--- config.mk ---
export PLATFORM = sky130hd
export DESIGN_NAME = linear_slide_slew_limiter_core_flat
export DESIGN_NICKNAME = d
export VERILOG_FILES = /design/src/rtl/core/lss_pkg.sv /design/src/rtl/core/lss_in_if.sv /design/src/rtl/core/lss_out_if.sv /design/src/rtl/core/lss_cfg_if.sv /design/src/rtl/core/lss_div.sv /design/src/rtl/core/linear_slide_slew_limiter_core.sv /design/src/flat_wrapper.sv
export VERILOG_INCLUDE_DIRS = /design/src /design/src/rtl/core
export SDC_FILE = /design/constraint.sdc
export NUM_CORES = 1
export LEC_CHECK = 0
export ABC_AREA = 0
export BUFFER_PORTS_ARGS = -buffer_cell sky130_fd_sc_hd__buf_2
export CAP_MARGIN = 25
export CORE_MARGIN = 1.5
export CORE_UTILIZATION = 31
export DETAILED_ROUTE_END_ITERATION = 6
export PLACE_DENSITY = 0.5
export SYNTH_ARGS = -nofsm -noshare
export SYNTH_HDL_FRONTEND = slang
export SYNTH_SLANG_ARGS = --single-unit
--- constraint.sdc ---
create_clock -name i_clk -period 16.31 [get_ports i_clk]
set_input_delay 0.8155 -clock i_clk [delete_from_list [all_inputs] [get_ports i_clk]]
set_output_delay 0.8155 -clock i_clk [all_outputs]
set_load 0.01 [all_outputs]
--- src/rtl/core/assert_macros.svh ---
// assertion macros shared by the core modules
// no dependencies; included by modules that carry assertions
`ifndef ASSERT_MACROS_SVH
`define ASSERT_MACROS_SVH

// same-cycle implication, disabled during reset
`define ASSERT_IMPL(label, clk, rst_n, ante, cons, msg) \
    label: assert property (@(posedge clk) disable iff (!rst_n) (ante) |-> (cons)) \
        else $error(msg);

// next-cycle implication, disabled during reset
`define ASSERT_NEXT(label, clk, rst_n, ante, cons, msg) \
    label: assert property (@(posedge clk) disable iff (!rst_n) (ante) |=> (cons)) \
        else $error(msg);

`endif

--- src/rtl/core/lss_pkg.sv ---
// widths, state encoding and status types of the slew limiter core
// no dependencies; imported by the interfaces and all core modules
package lss_pkg;

    localparam int SAMPLE_W   = 24;
    localparam int TIME_W     = 16;
    localparam int RATE_W     = 18;
    localparam int MAG_W      = SAMPLE_W;
    localparam int FRAC_SHIFT = 8;
    localparam int NUM_W      = MAG_W + FRAC_SHIFT;
    localparam int DEN_W      = TIME_W + RATE_W;
    localparam int SUM_W      = NUM_W + 2;
    localparam int QCNT_W     = $clog2(NUM_W);

    localparam logic [RATE_W-1:0] RATE_RESET = RATE_W'(48000);

    typedef logic signed [SAMPLE_W-1:0] t_sample;

    typedef enum logic [2:0] {
        ST_IDLE,
        ST_SETUP,
        ST_MUL,
        ST_DIV,
        ST_APPLY
    } t_state;

    typedef struct packed {
        logic busy;
        logic done;
    } t_div_stat;

endpackage

--- src/rtl/core/lss_in_if.sv ---
// input item channel: sample and glide times with valid/ready
// depends on lss_pkg
interface lss_in_if import lss_pkg::*; ();

    logic                       valid;
    logic                       ready;
    logic signed [SAMPLE_W-1:0] sample_in;
    logic [TIME_W-1:0]          rise_time;
    logic [TIME_W-1:0]          fall_time;

    modport source (output valid, sample_in, rise_time, fall_time, input ready);
    modport sink   (input valid, sample_in, rise_time, fall_time, output ready);

endinterface

--- src/rtl/core/lss_out_if.sv ---
// result item channel: glided sample with valid/ready
// depends on lss_pkg
interface lss_out_if import lss_pkg::*; ();

    logic                       valid;
    logic                       ready;
    logic signed [SAMPLE_W-1:0] sample_out;

    modport source (output valid, sample_out, input ready);
    modport sink   (input valid, sample_out, output ready);

endinterface

--- src/rtl/core/lss_cfg_if.sv ---
// configuration write channel for the sample rate register
// depends on lss_pkg
interface lss_cfg_if import lss_pkg::*; ();

    logic              valid;
    logic              ready;
    logic [RATE_W-1:0] data;

    modport source (output valid, data, input ready);
    modport sink   (input valid, data, output ready);

endinterface

--- src/rtl/core/lss_div.sv ---
// bit-serial restoring divider, one quotient bit per cycle
// depends on lss_pkg and assert_macros.svh
module lss_div import lss_pkg::*; (
    input  logic             i_clk,
    input  logic             i_rst_n,
    input  logic             i_start,
    input  logic [NUM_W-1:0] i_dividend,
    input  logic [DEN_W-1:0] i_divisor,
    output logic [NUM_W-1:0] o_quotient,
    output t_div_stat        o_stat
);

    localparam logic [QCNT_W-1:0] LAST_STEP = QCNT_W'(NUM_W - 1);

    logic              r_busy;
    logic              r_done;
    logic [QCNT_W-1:0] r_cnt;
    logic [DEN_W-1:0]  r_rem;
    logic [DEN_W-1:0]  r_div;
    logic [NUM_W-1:0]  r_quo;

    logic [DEN_W:0]    w_trial;
    logic [DEN_W:0]    w_diff;
    logic              w_fits;
    logic [DEN_W-1:0]  n_rem;

    // shift next dividend bit into the partial remainder
    assign w_trial = {r_rem, r_quo[NUM_W-1]};
    assign w_diff  = w_trial - {1'b0, r_div};
    assign w_fits  = w_trial >= {1'b0, r_div};
    assign n_rem   = w_fits ? w_diff[DEN_W-1:0] : w_trial[DEN_W-1:0];

    always_ff @(posedge i_clk) begin
        if (!i_rst_n) begin
            r_busy <= 1'b0;
            r_done <= 1'b0;
            r_cnt  <= '0;
        end else begin
            r_done <= 1'b0;
            if (i_start) begin
                r_busy <= 1'b1;
                r_cnt  <= '0;
            end else if (r_busy) begin
                r_cnt <= r_cnt + QCNT_W'(1);
                if (r_cnt == LAST_STEP) begin
                    r_busy <= 1'b0;
                    r_done <= 1'b1;
                end
            end
        end
    end

    // dividend bits leave at the top, quotient bits enter at the bottom
    always_ff @(posedge i_clk) begin
        if (i_start) begin
            r_rem <= '0;
            r_div <= i_divisor;
            r_quo <= i_dividend;
        end else if (r_busy) begin
            r_rem <= n_rem;
            r_quo <= {r_quo[NUM_W-2:0], w_fits};
        end
    end

    assign o_quotient  = r_quo;
    assign o_stat.busy = r_busy;
    assign o_stat.done = r_done;

`include "assert_macros.svh"

    `ASSERT_IMPL(a_rem_below_div, i_clk, i_rst_n, r_busy, r_rem < r_div, "remainder not below divisor")
    `ASSERT_NEXT(a_done_single, i_clk, i_rst_n, r_done, !r_done, "done held longer than one cycle")

endmodule

--- src/rtl/core/linear_slide_slew_limiter_core.sv ---
// linear glide slew limiter, top level with control sequencer and output register
// depends on lss_pkg, the lss_*_if interfaces, lss_div and assert_macros.svh
//
// Each input item carries a Q8.16 sample and rise/fall glide times in Q8.8 seconds;
// each item gives exactly one result item. When the sample differs from the current
// target a new glide starts from the last output. A selected time of zero passes the
// sample through; otherwise the output moves by (target-start)*256/(time*rate) per
// item, at least one LSB, clamped at the target. An item that needs a division goes
// through setup, multiply, the 32 steps of the bit-serial divider and write-back
// before the next item is accepted; an item with zero glide time or zero glide
// distance skips the divider. The result sits in an output register, so the next
// item is taken while a result still waits; a new result is written only once the
// previous one has left. The sample rate register resets to 48000 and a value of
// zero acts as one; write it only while the core is idle.
module linear_slide_slew_limiter_core import lss_pkg::*; (
    input  logic         i_clk,
    input  logic         i_rst_n,
    lss_in_if.sink       i_in,
    lss_out_if.source    o_out,
    lss_cfg_if.sink      i_cfg
);

    // control and glide state
    t_state            r_state;
    t_state            n_state;
    logic [RATE_W-1:0] r_rate;
    t_sample           r_start;
    t_sample           r_target;
    t_sample           r_prev;
    logic              r_out_valid;

    // per-item working registers
    t_sample           r_out_data;
    logic [TIME_W-1:0] r_rise;
    logic [TIME_W-1:0] r_fall;
    logic [TIME_W-1:0] r_time;
    logic [MAG_W-1:0]  r_mag;
    logic              r_rising;

    // sequencer outputs
    logic              w_in_ready;
    logic              w_div_start;
    logic              w_apply;

    logic              w_in_acc;
    logic              w_out_free;
    logic              w_rising;
    logic signed [SAMPLE_W:0]   w_diff;
    logic signed [SAMPLE_W:0]   w_abs;
    logic [RATE_W-1:0] w_rate;
    logic [DEN_W-1:0]  w_den;
    logic [NUM_W-1:0]  w_num;
    logic [NUM_W-1:0]  w_quo;
    t_div_stat         div_stat;
    logic [NUM_W-1:0]  w_qmag;
    logic signed [SUM_W-1:0] w_prev_x;
    logic signed [SUM_W-1:0] w_tgt_x;
    logic signed [SUM_W-1:0] w_q_x;
    logic signed [SUM_W-1:0] w_sum;
    t_sample           w_result;

    assign w_in_acc   = i_in.valid && w_in_ready;
    assign w_out_free = !r_out_valid || o_out.ready;

    // configuration: always ready, single register
    assign i_cfg.ready = 1'b1;

    always_ff @(posedge i_clk) begin
        if (!i_rst_n) begin
            r_rate <= RATE_RESET;
        end else if (i_cfg.valid) begin
            r_rate <= i_cfg.data;
        end
    end

    // sequencer
    always_ff @(posedge i_clk) begin
        if (!i_rst_n) begin
            r_state <= ST_IDLE;
        end else begin
            r_state <= n_state;
        end
    end

    always_comb begin
        n_state     = r_state;
        w_in_ready  = 1'b0;
        w_div_start = 1'b0;
        w_apply     = 1'b0;
        unique case (r_state)
            ST_IDLE: begin
                w_in_ready = 1'b1;
                if (i_in.valid) begin
                    n_state = ST_SETUP;
                end
            end
            ST_SETUP: begin
                n_state = ST_MUL;
            end
            ST_MUL: begin
                // jump and zero-distance glides need no division
                if (r_time == '0 || r_mag == '0) begin
                    n_state = ST_APPLY;
                end else begin
                    w_div_start = 1'b1;
                    n_state     = ST_DIV;
                end
            end
            ST_DIV: begin
                if (div_stat.done) begin
                    n_state = ST_APPLY;
                end
            end
            ST_APPLY: begin
                if (w_out_free) begin
                    w_apply = 1'b1;
                    n_state = ST_IDLE;
                end
            end
            default: begin
                n_state = ST_IDLE;
            end
        endcase
    end

    assign i_in.ready = w_in_ready;

    // a changed sample restarts the glide from the last output
    always_ff @(posedge i_clk) begin
        if (!i_rst_n) begin
            r_start  <= '0;
            r_target <= '0;
            r_prev   <= '0;
        end else begin
            if (w_in_acc && (i_in.sample_in != r_target)) begin
                r_start  <= r_prev;
                r_target <= i_in.sample_in;
            end
            if (w_apply) begin
                r_prev <= w_result;
            end
        end
    end

    // setup: direction, chosen time and glide distance
    assign w_rising = r_target > r_start;
    assign w_diff   = {r_target[SAMPLE_W-1], r_target} - {r_start[SAMPLE_W-1], r_start};
    assign w_abs    = w_diff[SAMPLE_W] ? -w_diff : w_diff;

    always_ff @(posedge i_clk) begin
        if (w_in_acc) begin
            r_rise <= i_in.rise_time;
            r_fall <= i_in.fall_time;
        end
        if (r_state == ST_SETUP) begin
            r_rising <= w_rising;
            r_time   <= w_rising ? r_rise : r_fall;
            r_mag    <= w_abs[MAG_W-1:0];
        end
    end

    // divisor time*rate goes straight into the divider's register
    assign w_rate = (r_rate == '0) ? RATE_W'(1) : r_rate;
    assign w_den  = DEN_W'(r_time) * DEN_W'(w_rate);
    assign w_num  = {r_mag, {FRAC_SHIFT{1'b0}}};

    lss_div u_div (
        .i_clk      (i_clk),
        .i_rst_n    (i_rst_n),
        .i_start    (w_div_start),
        .i_dividend (w_num),
        .i_divisor  (w_den),
        .o_quotient (w_quo),
        .o_stat     (div_stat)
    );

    // step of at least one LSB, zero when start equals target
    assign w_qmag   = (r_mag == '0) ? '0 : ((w_quo == '0) ? NUM_W'(1) : w_quo);
    assign w_prev_x = SUM_W'(r_prev);
    assign w_tgt_x  = SUM_W'(r_target);
    assign w_q_x    = $signed({{(SUM_W-NUM_W){1'b0}}, w_qmag});
    assign w_sum    = r_rising ? (w_prev_x + w_q_x) : (w_prev_x - w_q_x);

    always_comb begin
        if (r_time == '0) begin
            w_result = r_target;
        end else if ((r_rising && (w_sum > w_tgt_x)) || (!r_rising && (w_sum < w_tgt_x))) begin
            w_result = r_target;
        end else begin
            w_result = w_sum[SAMPLE_W-1:0];
        end
    end

    // output register
    always_ff @(posedge i_clk) begin
        if (!i_rst_n) begin
            r_out_valid <= 1'b0;
        end else if (w_apply) begin
            r_out_valid <= 1'b1;
        end else if (o_out.ready) begin
            r_out_valid <= 1'b0;
        end
    end

    always_ff @(posedge i_clk) begin
        if (w_apply) begin
            r_out_data <= w_result;
        end
    end

    assign o_out.valid      = r_out_valid;
    assign o_out.sample_out = r_out_data;

`include "assert_macros.svh"

    `ASSERT_IMPL(a_prev_in_span, i_clk, i_rst_n, r_state == ST_IDLE, (r_prev >= r_start && r_prev <= r_target) || (r_prev <= r_start && r_prev >= r_target), "output left the glide span")
    `ASSERT_IMPL(a_div_alive, i_clk, i_rst_n, r_state == ST_DIV, div_stat.busy || div_stat.done, "waiting on an idle divider")
    `ASSERT_NEXT(a_out_from_apply, i_clk, i_rst_n, !r_out_valid && r_state != ST_APPLY, !r_out_valid, "result appeared outside write-back")

endmodule

--- src/flat_wrapper.sv ---
// flat-port wrapper written by rule: the top's interface ports become plain ports
module linear_slide_slew_limiter_core_flat import lss_pkg::*;
  (i_clk, i_rst_n, i_in_valid, i_in_sample_in, i_in_rise_time, i_in_fall_time, i_in_ready, o_out_valid, o_out_sample_out, o_out_ready, i_cfg_valid, i_cfg_data, i_cfg_ready);
  lss_in_if i_in_i ();
  lss_out_if o_out_i ();
  lss_cfg_if i_cfg_i ();
  input  logic i_clk;
  input  logic i_rst_n;
  input wire logic [$bits(i_in_i.valid)-1:0] i_in_valid;
  input wire logic [$bits(i_in_i.sample_in)-1:0] i_in_sample_in;
  input wire logic [$bits(i_in_i.rise_time)-1:0] i_in_rise_time;
  input wire logic [$bits(i_in_i.fall_time)-1:0] i_in_fall_time;
  output wire logic [$bits(i_in_i.ready)-1:0] i_in_ready;
  output wire logic [$bits(o_out_i.valid)-1:0] o_out_valid;
  output wire logic [$bits(o_out_i.sample_out)-1:0] o_out_sample_out;
  input wire logic [$bits(o_out_i.ready)-1:0] o_out_ready;
  input wire logic [$bits(i_cfg_i.valid)-1:0] i_cfg_valid;
  input wire logic [$bits(i_cfg_i.data)-1:0] i_cfg_data;
  output wire logic [$bits(i_cfg_i.ready)-1:0] i_cfg_ready;
  assign i_in_i.valid = i_in_valid;
  assign i_in_i.sample_in = i_in_sample_in;
  assign i_in_i.rise_time = i_in_rise_time;
  assign i_in_i.fall_time = i_in_fall_time;
  assign i_in_ready = i_in_i.ready;
  assign o_out_valid = o_out_i.valid;
  assign o_out_sample_out = o_out_i.sample_out;
  assign o_out_i.ready = o_out_ready;
  assign i_cfg_i.valid = i_cfg_valid;
  assign i_cfg_i.data = i_cfg_data;
  assign i_cfg_ready = i_cfg_i.ready;
  linear_slide_slew_limiter_core u_core (.i_clk(i_clk), .i_rst_n(i_rst_n), .i_in(i_in_i), .o_out(o_out_i), .i_cfg(i_cfg_i));
endmodule
==> results of run 1 <==
[kinds of logic after synthesis]
group | Yosys count | synth area share [%]
AOI/OAI and AO/OA | 553 | 12.9
adders and majority gates | 464 | 26.7
DFF | 298 | 26.7
buffers and inverters | 510 | 6.93
and+or+nand+nor | 962 | 16.5
other | 1 | 0.0133
muxes | 150 | 5.51
xor gates and xnor gates | 154 | 4.80
[power groups by stage]
stage | Combinational (mW) | Clock, mW | Sequential (mW)
after global placement | 4.15 | 0 | 1.21
after detailed placement | 4.16 | 0 | 1.21
final | 4.12 | 0.853 | 1.20
after CTS | 4.19 | 0.880 | 1.20
after global routing | 4.69 | 0.906 | 1.21
after floorplan | 3.20 | 0 | 1.15
[cell usage in the layout (no fill, tap or decap), types with 97 or more instances in the layout]
master    instances
buf_2           105
o21ai_0         112
xnor2_1          97
ha_1            239
dfxtp_1         142
inv_1           362
edfxtp_1        155
and2_1          116
mux2i_1         111
fa_1            225
a21oi_1         163
nand2_1         335
nor2_1          206
[cell type report]
cell class	instances	area (um2)
clock buffers	47	1010
well taps	1176	1470
multi-input cells	2284	18700
inverters	364	1370
diodes	1	2.50
clock inverters	25	245
flip-flops and latches	298	7520
fillers	9256	58700
repair buffers	142	843
[final timing paths]
path / slack (ps) / cells past startpoint / to
max reg2reg: 7420 / 33 / u_core.r_prev[21]$_SDFFE_PN0P_
min reg2reg: 480 / 2 / u_core.u_div.r_rem[27]$_SDFFE_PP0P_
max: 7420 / 33 / u_core.r_prev[21]$_SDFFE_PN0P_
min: 390 / 1 / u_core.r_fall[13]$_DFFE_PP_
[metal layers]
metal / track usage [%] / vias to the layer above / routed length, um
li1: - / 10600 / -
met1: 23.0 / 10400 / 36900
met2: 27.5 / 475 / 35400
met3: 2.55 / 99 / 3810
met4: 4.64 / 0 / 1870
met5: 0 / - / 0
[state kept, by name, indices dropped and copies added (netlist names), 3 cells and up]
signal / flops
u_core.o_out.sample_out: 24
u_core.r_fall: 16
u_core.r_mag: 24
u_core.r_prev: 24
u_core.r_rate: 18
u_core.r_rise: 16
u_core.r_start: 24
u_core.r_state: 3
u_core.r_target: 24
u_core.r_time: 16
u_core.u_div.o_quotient: 32
u_core.u_div.r_cnt: 5
u_core.u_div.r_div: 34
u_core.u_div.r_rem: 34
[through the flow]
stage / setup slack [ps] / power (mW) / hold WS (ps) / cells
2_1_floorplan: 8640 / 4.36 / 454 / 3092
3_3_place_gp: 7700 / 5.37 / 473 / 4261
3_5_place_dp: 7570 / 5.37 / 484 / 4264
4_1_cts: 7520 / 6.27 / 348 / 4336
5_1_grt: 6600 / 6.81 / 359 / 4336
6_report: 7420 / 6.17 / 387 / 4337
==> metrics.txt, run 1 <==
Peak Freq=112 MHz; Syn Area/Cell=approximately 9.1 um2; Nets=3672; DRT Wirelength=78000 um; # DRC=0; setup violators final=0; clk slew on worst S/H paths=~60 ps; VDD IR max=between 0.00015 and 0.0002 V; post-cts hold buffer count=0; Clock Latency Late Sink=~600 ps; first-pass GRT wire length=around 120000 um; fraction of registers with async set/reset=0%; headroom to the max-slew limit=about a third; DP Area=approximately 0.03 mm2; max-slew violations=0; Top FF cell, synth=edfxtp_1; I/O Buffers=104; CP endpoint kind=register; r2r startpoint=u_core.u_div.o_quotient[15]$_DFFE_PP_; Antenna Violating Nets Remaining=0; fin crit period=roughly 8900 ps; Hold Violations, Final=0; Net Sw Frac=45.6%; status=finished clean; Clk pwr share=13.8%; initial antenna violation count=3; Max-Cap Viols=0; Seq pwr share=between 10% and 20%; vias in the first global route=about 22000; CP Data Required Time=16800 ps; post-CTS setup buffer count=0; gr usage total=roughly 17%; Setup TNS=0 ps; Int Pwr=3.35 mW; Seq/Total Area, Yosys=26.7%; hold crit path type=in -> reg; main area contributors after synthesis=edfxtp_1, fa_1, ha_1; RSZ-0062 raised after global routing=no; H-tree Lvls=2; CTS tree=yes; TritonRoute pass-1 iters=5; worst hold start=i_in_fall_time[13]; syn nets=between 3000 and 4000; vias per cell=4.98; leading cell type by number of instances after synthesis=inv_1; Die Height=around 300 um; most used cell, CP=ha_1; net switching power=about 2.8 mW; critical path's largest stage delay=650 ps; CTS sink cnt=298; Crit Path Category=reg -> reg; Placeable Area=0.0899 mm2; layout cells sized above 1=a little under a tenth; #FFs+latches synth=~300; die area=roughly 0.09 mm2; Setup crit start=u_core.u_div.o_quotient[15]$_DFFE_PP_; Layout Utilization=between 30 and 40%; largest net degree at the start of global routing=68; I/O pins=around 110; DP Wirelength=approximately 60000 um; DRT iter0 DRCs=~1500; area leader, netlist=edfxtp_1; Clock Path Buffers=3; top cell family by delay on the critical path=simple AND/OR/NAND/NOR gates; row count=between 100 and 150; clock root buffer=clkbuf_16; Mapped Area=around 0.028 mm2; clock skew=roughly 62 ps; Post-CTS Resized=0; DR WL/cell=18.0 um; Post-synth EDFFs=~160; P_leak=roughly 14 nW; GRT overflow=0; Syn Inst Count=~3000; crit-path max FO=23; Comb pwr share=about two thirds; Crit path arrival time=9380 ps; Tcrit/Tclk final=a little over half; CP max stage cell=or4_1; Area Growth Syn to Fin=10.7%; PwrDens=approximately 200 mW/mm2; WP buf/inv=2; post-route cell area=0.0311 mm2; Startpoint Class=register; warnings from Yosys=0; share of Yosys cell area claimed by the top area cell type=16.6%; post-synth cell types=90; Die W=304 um; Starting Density=31.3%; Placer Congestion=about 0.86; CTS buffer count=39; Vias=around 22000; Worst Max-Slew Pin Slew=1020 ps; commonest cells in the netlist=inv_1, nand2_1, ha_1
No activity file was read; power rests on OpenSTA's default activity.
==> inputs of run 2 (changes only) <==
PLACE_DENSITY = 0.51   (was 0.5)
clock period = 7.7 ns   (was 16.31 ns; I/O delays follow)
==> run 2 against run 1 <==
  * Fmax rose by 19%
  * Sequential power rose by 110%
  * Cell area rose by 5.1%
  * Utilization rose by 1.8 points
  * Routed wire length rose by 3.4%
  * Flip-flop and latch count did not move
  * Combinational power rose by 140%
  * Global-route usage rose by 0.33 points
  * First-iteration DRC count fell by 9.5%
  * Final cell count rose by 3.5%
==> metrics.txt, run 2 (same netlist as run 1, synthesis figures left out) <==
Antenna Violating Nets Remaining=0 (unchanged); CP max stage cell=or4_4; Setup TNS=0 ps (unchanged); layout cells sized above 1=13.4% (+4.3 points); Placeable Area=0.0899 mm2 (unchanged); headroom to the max-slew limit=36.6% (+5.1 points); Die Height=304 um (unchanged); initial antenna violation count=2 (-1); r2r startpoint=u_core.u_div.o_quotient[16]$_DFFE_PP_; I/O Buffers=104 (unchanged); Register Area=0.00752 mm2 (unchanged); most common cell after layout, fill and taps aside=inv_1; max-slew violations=0 (unchanged); Nets=3826 (+4.2%); DRT iter0 DRCs=1318 (-9.5%); P_leak=15.0 nW (+6.1%); row count=110 (unchanged); Vias=22300 (+3.3%); Placer Congestion=0.876 (+2.0%); GRT overflow=0 (unchanged); Max-Cap Viols=0 (unchanged); fill count=9127 (-1.4%); largest net degree at the start of global routing=73 (+7.4%); Peak Freq=134 MHz (+19%); Starting Density=31.3% (unchanged); TritonRoute pass-1 iters=5 (unchanged); I/O pins=106 (unchanged); Clock Latency Late Sink=570 ps (-30 ps); Worst Max-Slew Pin Slew=947 ps (-76.0 ps); first-pass GRT wire length=126000 um (+2.0%); CTS sink cnt=298 (unchanged); Design Power=14.0 mW (+130%); vias per cell=4.97 (-0.15%); die area=0.0925 mm2 (unchanged); CP Data Required Time=8170 ps (-8630 ps); gr usage total=17.1% (+0.33 points); VDD IR max=0.000391 V (+110%); Tcrit/Tclk final=96.8% (+42 points); CTS buffer count=37 (-5.1%); Area Growth Syn to Fin=16.4%; # DRC=0 (unchanged); Startpoint Class=register; Hold Violations, Final=0 (unchanged); DR WL/cell=18.0 um (about the same); fin crit period=7460 ps (-1440 ps); hold crit path type=in -> reg; Layout Utilization=36.4% (+1.8 points); Crit Path Category=reg -> reg; critical path's largest stage delay=550 ps (-100 ps); CP endpoint kind=register; clock skew=19.8 ps (-42.2 ps); hold_ws=43.5 ps (-344 ps); Die W=304 um (unchanged); setup violators final=0 (unchanged); worst hold start=i_cfg_data[12]; clock root buffer=clkbuf_16; Clock Path Buffers=3 (unchanged); Multi-input gate area=0.0190 mm2 (+1.6%); status=finished clean; vias in the first global route=22300 (+2.1%); CTS tree=yes; Setup crit start=u_core.u_div.o_quotient[16]$_DFFE_PP_; RSZ-0062 raised after global routing=yes; Crit path arrival time=7930 ps (-1450 ps); clk slew on worst S/H paths=60 ps (about the same); DP Wirelength=62400 um (+3.6%); DRT Wirelength=80600 um (+3.4%); H-tree Lvls=2 (unchanged); crit-path max FO=8 (-65%); PwrDens=428 mW/mm2 (+120%); most frequent cells in the layout=inv_1, nand2_1, ha_1
## run 2: area by class of cell
class,instances,share of cell area (%)
Antenna cell,2,0.0153
Clock buffer,43,2.93
Inverter,364,4.18
Tap cell,1176,4.50
Timing Repair Buffer,298,6.60
Multi-Input combinational cell,2284,58.0
Sequential cell,298,23.0
Clock inverter,24,0.761
## run 2: final timing paths
kind                                          to  slack [ps]  cells past startpoint
setup / recovery   u_core.r_prev[3]$_SDFFE_PN0P_         240                     36
setup reg to reg   u_core.r_prev[3]$_SDFFE_PN0P_         240                     36
hold reg to reg   u_core.r_start[6]$_SDFFE_PN0P_         500                      2
hold / removal    u_core.r_rate[12]$_SDFFE_PN1P_          40                      3
## run 2: timing repair
| action | 4_1_cts | 5_1_grt |
|---|---|---|
| resized for setup | 10 | 62 |
| hold buffers | 32 | 0 |
| cloned | 0 | 2 |
| pin swaps | 5 | 32 |
| buffers inserted | 2 | 7 |
| endpoints found under the setup margin | 41 | 48 |
| hold endpoints to repair | 32 | 0 |
## run 2: per-layer routing
layer  track usage [%]  part of all wire, %  routed length, um
met1              23.6                   47              37800
met2              27.7                   45              36400
met3              2.35                  5.0               4020
met4              5.53                  3.0               2450
met5                 0                    0                  0
## run 2: metrics by stage
| step | area (um2) | setup slack [ps] | std cells |
|---|---|---|---|
| after floorplan | 28100 | 31.8 | 3092 |
| after global placement | 30700 | -47.7 | 4377 |
| after detailed placement | 30800 | -173 | 4379 |
| after CTS | 32300 | 2.91 | 4480 |
| after global routing | 32700 | -127 | 4487 |
| final | 32700 | 244 | 4489 |
## run 2: where the power goes
part / leakage (nW) / internal, mW / switching [mW]
logic: 11.8 / 4.50 / 5.24
clock network: 0.582 / 0.981 / 0.763
registers: 2.62 / 2.30 / 0.203
## run 2: worst max-delay path: cells and delay by family (launching register included)
kind	cells	cell delay, ps
flip-flops	1	390
AND/OR/NAND/NOR	13	2960
multiplexers	2	560
AO/OA/AOI/OAI	11	1760
buffers and inverters	6	840
XOR/XNOR	1	80
adder cells (fa/ha/maj)	3	770
